**config.mk**
```make
export PLATFORM = sky130hd
export DESIGN_NAME = bresenham_line_pixel_generator_top_flat
export DESIGN_NICKNAME = d
export VERILOG_FILES = /design/src/rtl/blpg_pkg.sv /design/src/rtl/blpg_if.sv /design/src/rtl/bresenham_line_pixel_generator_top.sv /design/src/flat_wrapper.sv
export SDC_FILE = /design/constraint.sdc
export NUM_CORES = 1
export LEC_CHECK = 0
export CAP_MARGIN = 20
export CORE_ASPECT_RATIO = 0.6
export CORE_MARGIN = 4
export CORE_UTILIZATION = 30
export DETAILED_ROUTE_END_ITERATION = 7
export DONT_BUFFER_PORTS = 1
export PLACE_DENSITY_LB_ADDON = 0.15
export SKIP_CTS_REPAIR_TIMING = 1
export SYNTH_ARGS = -nofsm -noshare
export SYNTH_HDL_FRONTEND = slang
export SYNTH_SLANG_ARGS = --single-unit
```
**constraint.sdc**
```tcl
create_clock -name clock -period 9.5 [get_ports clock]
set_input_delay 0.475 -clock clock [delete_from_list [all_inputs] [get_ports clock]]
set_output_delay 0.475 -clock clock [all_outputs]
set_load 0.01 [all_outputs]
```
**src/rtl/blpg_pkg.sv**
```systemverilog
// Shared constants and types for the line pixel generator.
package blpg_pkg;

   // Field widths fixed by the register map and the pixel format.
   localparam int OFFSET_BITS      = 12;
   localparam int BPX_BITS         = 4;
   localparam int BPY_BITS         = 16;
   localparam int COLOR_BITS       = 24;
   localparam int BYTE_OFFSET_BITS = 32;
   localparam int CSR_DATA_BITS    = 24;
   localparam int CSR_INDEX_BITS   = 3;

   typedef logic [CSR_INDEX_BITS-1:0] csr_index_type;

   // Register indexes.
   localparam csr_index_type CSR_X_OFFSET    = 3'd0;
   localparam csr_index_type CSR_Y_OFFSET    = 3'd1;
   localparam csr_index_type CSR_BYTES_PER_X = 3'd2;
   localparam csr_index_type CSR_BYTES_PER_Y = 3'd3;
   localparam csr_index_type CSR_LINE_COLOR  = 3'd4;

   // Register reset values; the color is light gray (225, 225, 225).
   localparam logic [OFFSET_BITS-1:0] X_OFFSET_RESET    = 12'd0;
   localparam logic [OFFSET_BITS-1:0] Y_OFFSET_RESET    = 12'd0;
   localparam logic [BPX_BITS-1:0]    BYTES_PER_X_RESET = 4'd4;
   localparam logic [BPY_BITS-1:0]    BYTES_PER_Y_RESET = 16'd4096;
   localparam logic [COLOR_BITS-1:0]  LINE_COLOR_RESET  = 24'hE1E1E1;

   // Command codes.
   localparam logic CMD_START   = 1'b0;
   localparam logic CMD_ADVANCE = 1'b1;

endpackage

```
**src/rtl/blpg_if.sv**
```systemverilog
// Request and result channel interfaces of the line pixel generator.
interface blpg_req_if #(
   parameter int COORD_BITS = 12
);
   logic                  valid;
   logic                  ready;
   logic                  command;
   logic [COORD_BITS-1:0] x_start;
   logic [COORD_BITS-1:0] x_end;
   logic [COORD_BITS-1:0] y_start;
   logic [COORD_BITS-1:0] y_end;

   modport source (
      output valid, command, x_start, x_end, y_start, y_end,
      input  ready
   );
   modport sink (
      input  valid, command, x_start, x_end, y_start, y_end,
      output ready
   );
endinterface

interface blpg_rsp_if #(
   parameter int COORD_BITS = 12
);
   logic                                  valid;
   logic                                  ready;
   logic [COORD_BITS-1:0]                 pixel_x;
   logic [COORD_BITS-1:0]                 pixel_y;
   logic [blpg_pkg::BYTE_OFFSET_BITS-1:0] byte_offset;
   logic [blpg_pkg::COLOR_BITS-1:0]       pixel_word;
   logic                                  last_pixel;

   modport source (
      output valid, pixel_x, pixel_y, byte_offset, pixel_word, last_pixel,
      input  ready
   );
   modport sink (
      input  valid, pixel_x, pixel_y, byte_offset, pixel_word, last_pixel,
      output ready
   );
endinterface

```
**src/rtl/bresenham_line_pixel_generator_top.sv**
```systemverilog
// Top level of the Bresenham line pixel generator.
//
// Usage: a start item (command 0) loads both endpoints and yields the first
// pixel of the line. Each advance item (command 1) takes one Bresenham step
// and yields the next pixel. An advance item while no line is active is
// consumed and yields no item. A start item during a running line abandons
// it. The pixel with last_pixel set is the end point; the line then goes idle.
// Each result item carries the coordinates, the framebuffer byte offset
// (x + x_offset) * bytes_per_x + (y + y_offset) * bytes_per_y modulo 2^32,
// and the 24-bit 0xRRGGBB color word from the line_color register.
// The user must write registers through the csr_ port only while no item is
// in flight; the block does not enforce this. The step logic, the two offset
// multipliers, and the final 32-bit add each take one stage. Throughput is
// one item per cycle while the receiver does not stall; the step loop closes
// through one register stage, so consecutive advance items can follow back
// to back. Every stage holds its item while the stage after it is full, so
// when the receiver stalls the pipeline fills and req_chan.ready drops only
// once all three stages hold results. Reset is synchronous; it empties the
// pipeline, leaves the line idle and restores the register defaults.
module bresenham_line_pixel_generator_top #(
   parameter int COORD_BITS = 12
) (
   input  logic                                       clock,
   input  logic                                       reset,
   blpg_req_if.sink                                   req_chan,
   blpg_rsp_if.source                                 rsp_chan,
   input  logic                                       csr_write_en,
   input  blpg_pkg::csr_index_type                    csr_index,
   input  logic [blpg_pkg::CSR_DATA_BITS-1:0]         csr_write_data
);

   // Error term is two bits wider than a coordinate; the doubled error test
   // is evaluated one bit wider still.
   localparam int ERR_BITS = COORD_BITS + 2;
   localparam int EXT_BITS = COORD_BITS + 3;
   // Width of a coordinate plus its panning offset.
   localparam int SUM_BITS =
      ((COORD_BITS > blpg_pkg::OFFSET_BITS) ? COORD_BITS : blpg_pkg::OFFSET_BITS) + 1;
   localparam int PX_BITS  = SUM_BITS + blpg_pkg::BPX_BITS;
   localparam int PY_BITS  = SUM_BITS + blpg_pkg::BPY_BITS;
   localparam int OFS_BITS = blpg_pkg::BYTE_OFFSET_BITS;

   // Configuration registers.
   logic [blpg_pkg::OFFSET_BITS-1:0] x_offset_ff, y_offset_ff;
   logic [blpg_pkg::BPX_BITS-1:0]    bytes_per_x_ff;
   logic [blpg_pkg::BPY_BITS-1:0]    bytes_per_y_ff;
   logic [blpg_pkg::COLOR_BITS-1:0]  line_color_ff;

   always_ff @(posedge clock) begin
      if (reset) begin
         x_offset_ff    <= blpg_pkg::X_OFFSET_RESET;
         y_offset_ff    <= blpg_pkg::Y_OFFSET_RESET;
         bytes_per_x_ff <= blpg_pkg::BYTES_PER_X_RESET;
         bytes_per_y_ff <= blpg_pkg::BYTES_PER_Y_RESET;
         line_color_ff  <= blpg_pkg::LINE_COLOR_RESET;
      end else if (csr_write_en) begin
         case (csr_index)
            blpg_pkg::CSR_X_OFFSET: begin
               x_offset_ff <= csr_write_data[blpg_pkg::OFFSET_BITS-1:0];
            end
            blpg_pkg::CSR_Y_OFFSET: begin
               y_offset_ff <= csr_write_data[blpg_pkg::OFFSET_BITS-1:0];
            end
            blpg_pkg::CSR_BYTES_PER_X: begin
               bytes_per_x_ff <= csr_write_data[blpg_pkg::BPX_BITS-1:0];
            end
            blpg_pkg::CSR_BYTES_PER_Y: begin
               bytes_per_y_ff <= csr_write_data[blpg_pkg::BPY_BITS-1:0];
            end
            blpg_pkg::CSR_LINE_COLOR: begin
               line_color_ff <= csr_write_data[blpg_pkg::COLOR_BITS-1:0];
            end
            default: begin
            end
         endcase
      end
   end

   // Line state.
   logic [COORD_BITS-1:0]      cur_x_ff, cur_y_ff, end_x_ff, end_y_ff;
   logic [COORD_BITS-1:0]      delta_x_ff, delta_y_ff;
   logic signed [ERR_BITS-1:0] error_term_ff;
   logic                       step_x_neg_ff, step_y_neg_ff, line_active_ff;

   logic [COORD_BITS-1:0]      cur_x_in, cur_y_in, end_x_in, end_y_in;
   logic [COORD_BITS-1:0]      delta_x_in, delta_y_in;
   logic signed [ERR_BITS-1:0] error_term_in;
   logic                       step_x_neg_in, step_y_neg_in;

   // Pipeline stage registers.
   logic                  s1_valid_ff, s2_valid_ff, s3_valid_ff;
   logic [COORD_BITS-1:0] s1_x_ff, s1_y_ff, s2_x_ff, s2_y_ff, s3_x_ff, s3_y_ff;
   logic                  s1_last_ff, s2_last_ff, s3_last_ff;
   logic [OFS_BITS-1:0]   s2_ox_ff, s2_oy_ff, s3_offset_ff;
   logic [blpg_pkg::COLOR_BITS-1:0] s3_word_ff;

   // Stage load enables: a stage takes a new item when it is empty or when
   // its current item moves on in this cycle.
   logic s3_ready, s2_ready, s1_ready, req_fire;

   assign s3_ready = !s3_valid_ff || rsp_chan.ready;
   assign s2_ready = !s2_valid_ff || s3_ready;
   assign s1_ready = !s1_valid_ff || s2_ready;
   assign req_chan.ready = s1_ready;
   assign req_fire = req_chan.valid && s1_ready;

   // Start command: deltas and the initial error term.
   logic [COORD_BITS-1:0]      st_dx, st_dy;
   logic signed [EXT_BITS-1:0] st_err;

   always_comb begin
      st_dx = (req_chan.x_end >= req_chan.x_start) ?
              req_chan.x_end - req_chan.x_start : req_chan.x_start - req_chan.x_end;
      st_dy = (req_chan.y_end >= req_chan.y_start) ?
              req_chan.y_end - req_chan.y_start : req_chan.y_start - req_chan.y_end;
      st_err = signed'(EXT_BITS'(st_dx)) - signed'(EXT_BITS'(st_dy));
   end

   // Advance command: one step with the doubled-error test.
   logic signed [EXT_BITS-1:0] err_ext, e2, dx_ext, dy_ext, adv_err;
   logic                       take_x, take_y;
   logic [COORD_BITS-1:0]      adv_x, adv_y;

   always_comb begin
      err_ext = EXT_BITS'(error_term_ff);
      e2      = err_ext <<< 1;
      dx_ext  = signed'(EXT_BITS'(delta_x_ff));
      dy_ext  = signed'(EXT_BITS'(delta_y_ff));
      take_x  = e2 > -dy_ext;
      take_y  = e2 < dx_ext;
      adv_err = err_ext;
      adv_x   = cur_x_ff;
      adv_y   = cur_y_ff;
      if (take_x) begin
         adv_err = adv_err - dy_ext;
         adv_x   = step_x_neg_ff ? cur_x_ff - 1'b1 : cur_x_ff + 1'b1;
      end
      if (take_y) begin
         adv_err = adv_err + dx_ext;
         adv_y   = step_y_neg_ff ? cur_y_ff - 1'b1 : cur_y_ff + 1'b1;
      end
   end

   // Next state and the pixel that goes into the first stage.
   logic is_start, produce, new_last;

   always_comb begin
      is_start      = req_chan.command == blpg_pkg::CMD_START;
      produce       = is_start || line_active_ff;
      cur_x_in      = cur_x_ff;
      cur_y_in      = cur_y_ff;
      end_x_in      = end_x_ff;
      end_y_in      = end_y_ff;
      delta_x_in    = delta_x_ff;
      delta_y_in    = delta_y_ff;
      error_term_in = error_term_ff;
      step_x_neg_in = step_x_neg_ff;
      step_y_neg_in = step_y_neg_ff;
      if (is_start) begin
         cur_x_in      = req_chan.x_start;
         cur_y_in      = req_chan.y_start;
         end_x_in      = req_chan.x_end;
         end_y_in      = req_chan.y_end;
         delta_x_in    = st_dx;
         delta_y_in    = st_dy;
         error_term_in = ERR_BITS'(st_err);
         step_x_neg_in = !(req_chan.x_start < req_chan.x_end);
         step_y_neg_in = !(req_chan.y_start < req_chan.y_end);
      end else begin
         cur_x_in      = adv_x;
         cur_y_in      = adv_y;
         error_term_in = ERR_BITS'(adv_err);
      end
      new_last = (cur_x_in == end_x_in) && (cur_y_in == end_y_in);
   end

   always_ff @(posedge clock) begin
      if (reset) begin
         cur_x_ff       <= '0;
         cur_y_ff       <= '0;
         end_x_ff       <= '0;
         end_y_ff       <= '0;
         delta_x_ff     <= '0;
         delta_y_ff     <= '0;
         error_term_ff  <= '0;
         step_x_neg_ff  <= 1'b0;
         step_y_neg_ff  <= 1'b0;
         line_active_ff <= 1'b0;
      end else if (req_fire && produce) begin
         cur_x_ff       <= cur_x_in;
         cur_y_ff       <= cur_y_in;
         end_x_ff       <= end_x_in;
         end_y_ff       <= end_y_in;
         delta_x_ff     <= delta_x_in;
         delta_y_ff     <= delta_y_in;
         error_term_ff  <= error_term_in;
         step_x_neg_ff  <= step_x_neg_in;
         step_y_neg_ff  <= step_y_neg_in;
         line_active_ff <= !new_last;
      end
   end

   // Stage two operands: coordinates plus panning offsets, then the products.
   logic [SUM_BITS-1:0] sum_x, sum_y;
   logic [PX_BITS-1:0]  prod_x;
   logic [PY_BITS-1:0]  prod_y;

   always_comb begin
      sum_x  = SUM_BITS'(s1_x_ff) + SUM_BITS'(x_offset_ff);
      sum_y  = SUM_BITS'(s1_y_ff) + SUM_BITS'(y_offset_ff);
      prod_x = PX_BITS'(sum_x) * PX_BITS'(bytes_per_x_ff);
      prod_y = PY_BITS'(sum_y) * PY_BITS'(bytes_per_y_ff);
   end

   // Valid bits of the three stages.
   always_ff @(posedge clock) begin
      if (reset) begin
         s1_valid_ff <= 1'b0;
         s2_valid_ff <= 1'b0;
         s3_valid_ff <= 1'b0;
      end else begin
         if (s1_ready) begin
            s1_valid_ff <= req_fire && produce;
         end
         if (s2_ready) begin
            s2_valid_ff <= s1_valid_ff;
         end
         if (s3_ready) begin
            s3_valid_ff <= s2_valid_ff;
         end
      end
   end

   // Stage payloads.
   always_ff @(posedge clock) begin
      if (s1_ready) begin
         s1_x_ff    <= cur_x_in;
         s1_y_ff    <= cur_y_in;
         s1_last_ff <= new_last;
      end
      if (s2_ready) begin
         s2_x_ff    <= s1_x_ff;
         s2_y_ff    <= s1_y_ff;
         s2_last_ff <= s1_last_ff;
         s2_ox_ff   <= OFS_BITS'(prod_x);
         s2_oy_ff   <= OFS_BITS'(prod_y);
      end
      if (s3_ready) begin
         s3_x_ff      <= s2_x_ff;
         s3_y_ff      <= s2_y_ff;
         s3_last_ff   <= s2_last_ff;
         s3_offset_ff <= s2_ox_ff + s2_oy_ff;
         s3_word_ff   <= line_color_ff;
      end
   end

   assign rsp_chan.valid       = s3_valid_ff;
   assign rsp_chan.pixel_x     = s3_x_ff;
   assign rsp_chan.pixel_y     = s3_y_ff;
   assign rsp_chan.byte_offset = s3_offset_ff;
   assign rsp_chan.pixel_word  = s3_word_ff;
   assign rsp_chan.last_pixel  = s3_last_ff;

   // A start item always yields a pixel.
   assert property (@(posedge clock) disable iff (reset)
      req_fire && (req_chan.command == blpg_pkg::CMD_START) |=> s1_valid_ff)
      else $error("start item produced no pixel");

   // An advance item while idle yields nothing and leaves the position alone.
   assert property (@(posedge clock) disable iff (reset)
      req_fire && (req_chan.command == blpg_pkg::CMD_ADVANCE) && !line_active_ff
      |=> !s1_valid_ff && $stable(cur_x_ff) && $stable(cur_y_ff))
      else $error("advance while idle changed state or produced a pixel");

   // The line stays active exactly until its end point has been produced.
   assert property (@(posedge clock) disable iff (reset)
      $past(req_fire && !reset) && s1_valid_ff |-> line_active_ff == !s1_last_ff)
      else $error("line activity disagrees with the last pixel flag");

   // The input stalls only when every stage is full and the receiver is stalled.
   assert property (@(posedge clock) disable iff (reset)
      !req_chan.ready |-> s1_valid_ff && s2_valid_ff && s3_valid_ff && !rsp_chan.ready)
      else $error("input stalled while the pipeline had room");

endmodule
```
**src/flat_wrapper.sv**
```systemverilog
// flat-port wrapper written by rule: the top's interface ports become plain ports
module bresenham_line_pixel_generator_top_flat 
#(
   parameter int COORD_BITS = 12
)
  (clock, reset, csr_write_en, csr_index, csr_write_data, req_chan_valid, req_chan_command, req_chan_x_start, req_chan_x_end, req_chan_y_start, req_chan_y_end, req_chan_ready, rsp_chan_valid, rsp_chan_pixel_x, rsp_chan_pixel_y, rsp_chan_byte_offset, rsp_chan_pixel_word, rsp_chan_last_pixel, rsp_chan_ready);
  blpg_req_if #(.COORD_BITS(COORD_BITS)) req_chan_i ();
  blpg_rsp_if #(.COORD_BITS(COORD_BITS)) rsp_chan_i ();
  input  logic clock;
  input  logic reset;
  input  logic csr_write_en;
  input  blpg_pkg::csr_index_type csr_index;
  input  logic [blpg_pkg::CSR_DATA_BITS-1:0] csr_write_data;
  input wire logic [$bits(req_chan_i.valid)-1:0] req_chan_valid;
  input wire logic [$bits(req_chan_i.command)-1:0] req_chan_command;
  input wire logic [$bits(req_chan_i.x_start)-1:0] req_chan_x_start;
  input wire logic [$bits(req_chan_i.x_end)-1:0] req_chan_x_end;
  input wire logic [$bits(req_chan_i.y_start)-1:0] req_chan_y_start;
  input wire logic [$bits(req_chan_i.y_end)-1:0] req_chan_y_end;
  output wire logic [$bits(req_chan_i.ready)-1:0] req_chan_ready;
  output wire logic [$bits(rsp_chan_i.valid)-1:0] rsp_chan_valid;
  output wire logic [$bits(rsp_chan_i.pixel_x)-1:0] rsp_chan_pixel_x;
  output wire logic [$bits(rsp_chan_i.pixel_y)-1:0] rsp_chan_pixel_y;
  output wire logic [$bits(rsp_chan_i.byte_offset)-1:0] rsp_chan_byte_offset;
  output wire logic [$bits(rsp_chan_i.pixel_word)-1:0] rsp_chan_pixel_word;
  output wire logic [$bits(rsp_chan_i.last_pixel)-1:0] rsp_chan_last_pixel;
  input wire logic [$bits(rsp_chan_i.ready)-1:0] rsp_chan_ready;
  assign req_chan_i.valid = req_chan_valid;
  assign req_chan_i.command = req_chan_command;
  assign req_chan_i.x_start = req_chan_x_start;
  assign req_chan_i.x_end = req_chan_x_end;
  assign req_chan_i.y_start = req_chan_y_start;
  assign req_chan_i.y_end = req_chan_y_end;
  assign req_chan_ready = req_chan_i.ready;
  assign rsp_chan_valid = rsp_chan_i.valid;
  assign rsp_chan_pixel_x = rsp_chan_i.pixel_x;
  assign rsp_chan_pixel_y = rsp_chan_i.pixel_y;
  assign rsp_chan_byte_offset = rsp_chan_i.byte_offset;
  assign rsp_chan_pixel_word = rsp_chan_i.pixel_word;
  assign rsp_chan_last_pixel = rsp_chan_i.last_pixel;
  assign rsp_chan_i.ready = rsp_chan_ready;
  bresenham_line_pixel_generator_top #(.COORD_BITS(COORD_BITS)) u_core (.clock(clock), .reset(reset), .req_chan(req_chan_i), .rsp_chan(rsp_chan_i), .csr_write_en(csr_write_en), .csr_index(csr_index), .csr_write_data(csr_write_data));
endmodule
```
==> flow_summary.toml, run 1 <==
[cts]
tritoncts = "built"
htreeDepth = 2
cts_buffers = 40
cts_root_buffer = "clkbuf_16"
worstSkewPairLatency_ns = 0.59
max-clock-path-buffers = 3
path_clk_slew_ns = 0.07
clock_sinks = 335

[setup_path]
critical_path_required_ns = 9.84
path_class = "reg -> reg"
cpPeakStageDelay_ns = 0.52
critPathTopFamily = "adder cells"
slowest_stage = "fa_1"
start_kind = "flop"
crit_path_frequent_cell = "fa_1"
arrival_ns = 8.74
worstPathBufferInverterCount = 4
end_kind = "flop"
critPathMaxFanout = 8

[yosys]
synth_top_family_by_area = "adder cells"
avgSynthCellArea_sq_um = 8.924
synth_ff_type = "edfxtp_1"
ys_seq_elements = 335
synth-simple-area-share_pct = 16.91
ys.warnings.count = 0
muxShareOfSynthArea_pct = 2.548
synthCells = 3181
synth_compound_area_share_pct = 13.63
yosysUniqueCellTypes = 83
synth-seq-area-share_pct = 29.80
synth_async_sr_flop_share_pct = 0
synth_edf_count = 175
syn-cell-area_sq_mm = 0.02839
synth_xor_xnor_area_share_pct = 5.712
yosys.area_share.adder_pct = 24.98

[sta]
max_freq_mhz = 119.1
skew_ns = 0.01872
finalWorstSetupSlack_ns = 1.102
hold_ws_ns = 0.01653
setup_viol = 0
hold_viol = 0
setup-tns-final_ns = 0
slew_violations = 0
min_period_ns = 8.398
rsz0062_at_grt = "no"
fin_crit_sh_pct = 88.40
relSlewSlack_pct = 21.51
worst_pin_slew_ns = 1.172

[placement]
pre_cts_slack_ns = 1.161
gp_congestion = 0.8923
io_buffer_count = 0
hpwl_microns = 68000
postPlaceCellArea_sq_mm = 0.02981

[route]
vias = 22030
drt_iter0_drc = 1809
first_pass_iters = 5
vias_per_cell = 4.961
antenna_left = 0
wirelength_microns = 90300
drc = 0
wl_per_cell_microns = 20.34

[final_layout]
drive_above_1_share_pct = 4.665
area_delta_synth_final_pct = 11.14
design_area_sq_mm = 0.03155
antenna_cells = 0
mostFrequentLayoutCell = "nand2_1"
postLayoutCoreUtil_pct = 33.58
nNetsFinal = 3697
mostFrequentLayoutCells = "534 x nand2_1, 355 x inv_1, 266 x ha_1"

[floorplanning]
die-width_microns = 405.1
rows = 87
die_h_microns = 246.3
core_sq_mm = 0.09394
die_area_sq_mm = 0.09977
ioPinCount = 164
initial_core_util_pct = 30.22

[global_routing]
grt_overflow_total = 0
grt_pass1_wl_microns = 134900
gr-usage-all-layers_pct = 17.70
grt_start_max_net_pins = 146
grt_pass1_vias = 20910
antenna_found_initial = 2

[power_and_ir_drop]
p_leak_nw = 14.06
irDropWorstVdd_v = 0.00009969
power_density_mw_per_mm2 = 183.2

[hold_path]
worstHoldPathType = "in -> reg"

[run_status]
status = "completed"

[flow_run]
maxCapViolations = 0
[worst reg2reg max path: cells and delay by family (launching register included)]
family                     cells  cell delay, ns
DFF                            1            0.45
and+or+nand+nor                6            0.91
buffers and inverters          4            0.35
adders and majority gates      7            3.02
muxes                          1            0.37
AOI/OAI and AO/OA             12            2.93
xor gates and xnor gates       1            0.14
[registers in the layout, indices dropped and copies added (netlist names), 12 cells and up]
name                         count
u_core.cur_y_ff                 12
u_core.s1_x_ff                  12
u_core.end_y_ff                 12
u_core.rsp_chan.pixel_y         12
u_core.s2_y_ff                  12
u_core.s2_x_ff                  12
u_core.cur_x_ff                 12
u_core.s2_oy_ff                 29
u_core.delta_x_ff               12
u_core.s2_ox_ff                 17
u_core.delta_y_ff               12
u_core.x_offset_ff              12
u_core.rsp_chan.pixel_x         12
u_core.y_offset_ff              12
u_core.error_term_ff            14
u_core.line_color_ff            24
u_core.end_x_ff                 12
u_core.s1_y_ff                  12
u_core.bytes_per_y_ff           16
u_core.rsp_chan.pixel_word      24
u_core.rsp_chan.byte_offset     30
[cells in the mapped netlist (all sizes together), types with 22 or more instances]
| library cell | count | area [sq um] |
|---|---|---|
| nand2 | 536 | 2012 |
| inv | 357 | 1340 |
| ha | 266 | 3328 |
| a21oi | 240 | 1201 |
| fa | 188 | 3764 |
| edfxtp | 175 | 5255 |
| dfxtp | 160 | 3203 |
| nor2 | 137 | 514.2 |
| xnor2 | 115 | 1007 |
| clkbuf | 105 | 394.1 |
| o21ai | 99 | 499.2 |
| and2 | 97 | 606.8 |
| xor2 | 65 | 569.3 |
| mux2i | 55 | 550.5 |
| nor3 | 55 | 275.3 |
| a21o | 46 | 345.3 |
| nand3 | 44 | 220.2 |
| nand2b | 42 | 262.8 |
| o21bai | 31 | 232.7 |
| a211oi | 28 | 215.2 |
| o211ai | 28 | 210.2 |
| nor2b | 27 | 168.9 |
| and3 | 23 | 143.9 |
| or3 | 22 | 142.6 |
[report_power, final]
group	total, mW	switching, mW	internal (mW)
logic	2.10	1.29	0.806
clock network	1.70	0.693	1.00
registers	1.98	0.198	1.79
[path summary, 6_finish.rpt]
path	from	endpoint	slack, ns	cells after the start
max	u_core.s1_y_ff[1]	u_core.s2_oy_ff[28]	1.10	31
min	csr_write_data[11]	u_core.line_color_ff[11]	0.02	2
max reg2reg	u_core.s1_y_ff[1]	u_core.s2_oy_ff[28]	1.10	31
min reg2reg	u_core.s2_x_ff[9]	u_core.rsp_chan.pixel_x[9]	0.41	0
[layer usage]
metal | vias to the layer above | track usage, % | wire, microns
met2 | 603 | 22.58 | 33000
met3 | 87 | 4.235 | 6678
met4 | 2 | 3.189 | 1401
met1 | 10600 | 29.15 | 49200
met5 | - | 0 | 13
li1 | 10740 | - | -
[cell type report]
| class | instances | area, sq um |
|---|---|---|
| Clock buffer | 52 | 1129 |
| Clock inverter | 22 | 272.8 |
| Fill cell | 9729 | 62390 |
| Inverter | 358 | 1346 |
| Multi-Input combinational cell | 2367 | 18220 |
| Sequential cell | 335 | 8458 |
| Tap cell | 1246 | 1559 |
| Timing Repair Buffer | 60 | 565.5 |
[through the flow]
| step | std cells | power [mW] |
|---|---|---|
| after floorplan | 3182 | 3.440 |
| after global routing | 4440 | 6.188 |
| final | 4440 | 5.780 |
| after detailed placement | 4336 | 4.055 |
| after global placement | 4336 | 4.066 |
| after CTS | 4410 | 5.809 |
[logic make-up after synthesis]
logic type                 count (synthesis)
DFF                                      335
buffers and inverters                    480
other                                      1
AOI/OAI and AO/OA                        613
muxes                                     70
and+or+nand+nor                         1046
adders and majority gates                454
xor gates and xnor gates                 182
No activity file was read; power rests on OpenSTA's default activity.
==> run 2: changes to the inputs <==
==> constraint.sdc (replaced) <==
create_clock -name clock -period 7.7 [get_ports clock]
set_input_delay 0.385 -clock clock [delete_from_list [all_inputs] [get_ports clock]]
set_output_delay 0.385 -clock clock [all_outputs]
set_load 0.01 [all_outputs]
==> run 2 against run 1 <==
Core utilization increased by 0.57 points. Clock-buffer cell count is 2 higher. Combinational power increased by 29%. Final cell count is 1.5% higher. Via count up 0.35%. Sequential share of layout area decreased by 0.45 points. Clock skew rose by 0.010 ns. Register-to-register slack worse by 0.87 ns. Die area unchanged. Cell area is 1.7% higher. Critical endpoint unchanged. Largest power group unchanged.
==> flow_summary.toml, run 2 (same netlist as run 1, synthesis figures left out) <==
[sta]
min_period_ns = 7.471
max_freq_mhz = 133.9
rsz0062_at_grt = "yes"
skew_ns = 0.02889
hold_ws_ns = 0.02400
slew_violations = 0
setup-tns-final_ns = 0
hold_viol = 0
worst_pin_slew_ns = 1.076
setup_viol = 0
relSlewSlack_pct = 26.38
finalWorstSetupSlack_ns = 0.2290
fin_crit_sh_pct = 97.03

[floorplanning]
initial_core_util_pct = 30.22
ioPinCount = 164
die_h_microns = 246.3
core_sq_mm = 0.09394
rows = 87
die-width_microns = 405.1
die_area_sq_mm = 0.09977

[final_layout]
mostFrequentLayoutCell = "nand2_1"
multi_input_area_sq_mm = 0.01832
drive_above_1_share_pct = 6.143
fin_cells = 4505
largest_reg_flops = 30
area_delta_synth_final_pct = 13.02
seqCellArea_sq_mm = 0.008458
fill_cells = 9709
mostFrequentLayoutCells = "534 x nand2_1, 355 x inv_1, 264 x ha_1"
nNetsFinal = 3759

[setup_path]
crit_path_frequent_cell = "fa_1"
cpPeakStageDelay_ns = 0.56
start_kind = "flop"
arrival_ns = 7.82
slowest_stage = "fa_1"
end_kind = "flop"
critPathMaxFanout = 7
critical_path_required_ns = 8.05
path_class = "reg -> reg"

[flow_run]
maxCapViolations = 0

[placement]
io_buffer_count = 0
placed_cells = 4372
pre_cts_slack_ns = -0.09689
hpwl_microns = 69450
gp_congestion = 0.9034

[global_routing]
antenna_found_initial = 4
grt_overflow_total = 0
grt_pass1_wl_microns = 135400
grt_pass1_vias = 20680
grt_start_max_net_pins = 146
gr-usage-all-layers_pct = 17.82

[power_and_ir_drop]
p_int_mw = 4.343
p_leak_nw = 14.31
irDropWorstVdd_v = 0.0001020
p_clk_share_pct = 27.3
pwr-share-seq_pct = 34.5
p_total_mw = 7.073
power_density_mw_per_mm2 = 220.5
swShare_pct = 38.60
combPwrFrac_pct = 38.2
p_switching_mw = 2.731

[cts]
max-clock-path-buffers = 3
cts_root_buffer = "clkbuf_16"
tritoncts = "built"
cts_buffers = 40
worstSkewPairLatency_ns = 0.60
clock_sinks = 335
path_clk_slew_ns = 0.06
htreeDepth = 2

[route]
drt_iter0_drc = 1738
wl_per_cell_microns = 20.13
drc = 0
wirelength_microns = 90700
vias = 22110
first_pass_iters = 5
vias_per_cell = 4.907
antenna_left = 0

[run_status]
status = "completed"

[hold_path]
worstHoldPathType = "in -> reg"
==> run 2: cell count changes in the layout (fill, tap and decap cells not counted), moves of 4 or more <==
cell | previous run | this run
buf_4 | 31 | 66
dlygate4sd3_1 | 25 | 49
a21oi_1 | 239 | 230
a21oi_2 | 0 | 9
bufinv_16 | 6 | 2
clkbuf_1 | 6 | 10
xnor2_2 | 7 | 3
==> run 2: path summary, 6_finish.rpt <==
check / start / to / slack [ns] / cells after the start
worst max-delay path: u_core.s1_y_ff[0] / u_core.s2_oy_ff[28] / 0.23 / 32
worst min-delay path: reset / u_core.delta_y_ff[7] / 0.02 / 2
worst max register to register: u_core.s1_y_ff[0] / u_core.s2_oy_ff[28] / 0.23 / 32
worst min register to register: u_core.line_color_ff[18] / u_core.rsp_chan.pixel_word[18] / 0.41 / 0
==> run 2: final cells by class <==
type | count | area share [%]
antenna | 3 | 0.02340
clock buffer | 54 | 3.408
clock inverter | 20 | 0.5772
inverter | 358 | 4.196
multi-input combinational | 2367 | 57.11
sequential | 335 | 26.36
tap | 1246 | 4.859
timing repair buffer | 122 | 3.467
==> run 2: critical path, delay by kind of cell (launching register included) <==
kind / cells / cell delay, ns
fa+ha+maj: 8 / 3.39
compound gates: 12 / 1.90
simple gates: 6 / 0.84
buf+inv: 4 / 0.46
flops: 1 / 0.39
xor+xnor: 2 / 0.24
==> run 2: power by group through the flow <==
| stage | combinational [mW] | clock [mW] | sequential, mW |
|---|---|---|---|
| floorplan | 1.86 | 0 | 2.38 |
| global placement | 2.58 | 0 | 2.49 |
| detailed placement | 2.57 | 0 | 2.49 |
| CTS | 2.59 | 2.01 | 2.45 |
| global route | 3.01 | 2.08 | 2.48 |
| finish | 2.70 | 1.93 | 2.44 |
==> run 2: layer usage <==
metal / vias to the layer above / GRT usage (%) / routed length, microns
li1: 10880 / - / -
met1: 10620 / 29.90 / 50880
met2: 535 / 22.21 / 32500
met3: 70 / 3.891 / 5907
met4: 0 / 3.477 / 1404
met5: - / 0 / 0
==> run 2: metrics by stage <==
step | instance area [sq um] | utilization [%]
after detailed placement | 30050 | 31.98
final | 32080 | 34.15
after floorplan | 28390 | -
after global routing | 32080 | 34.15
after global placement | 30030 | 31.97
after CTS | 31320 | 33.34
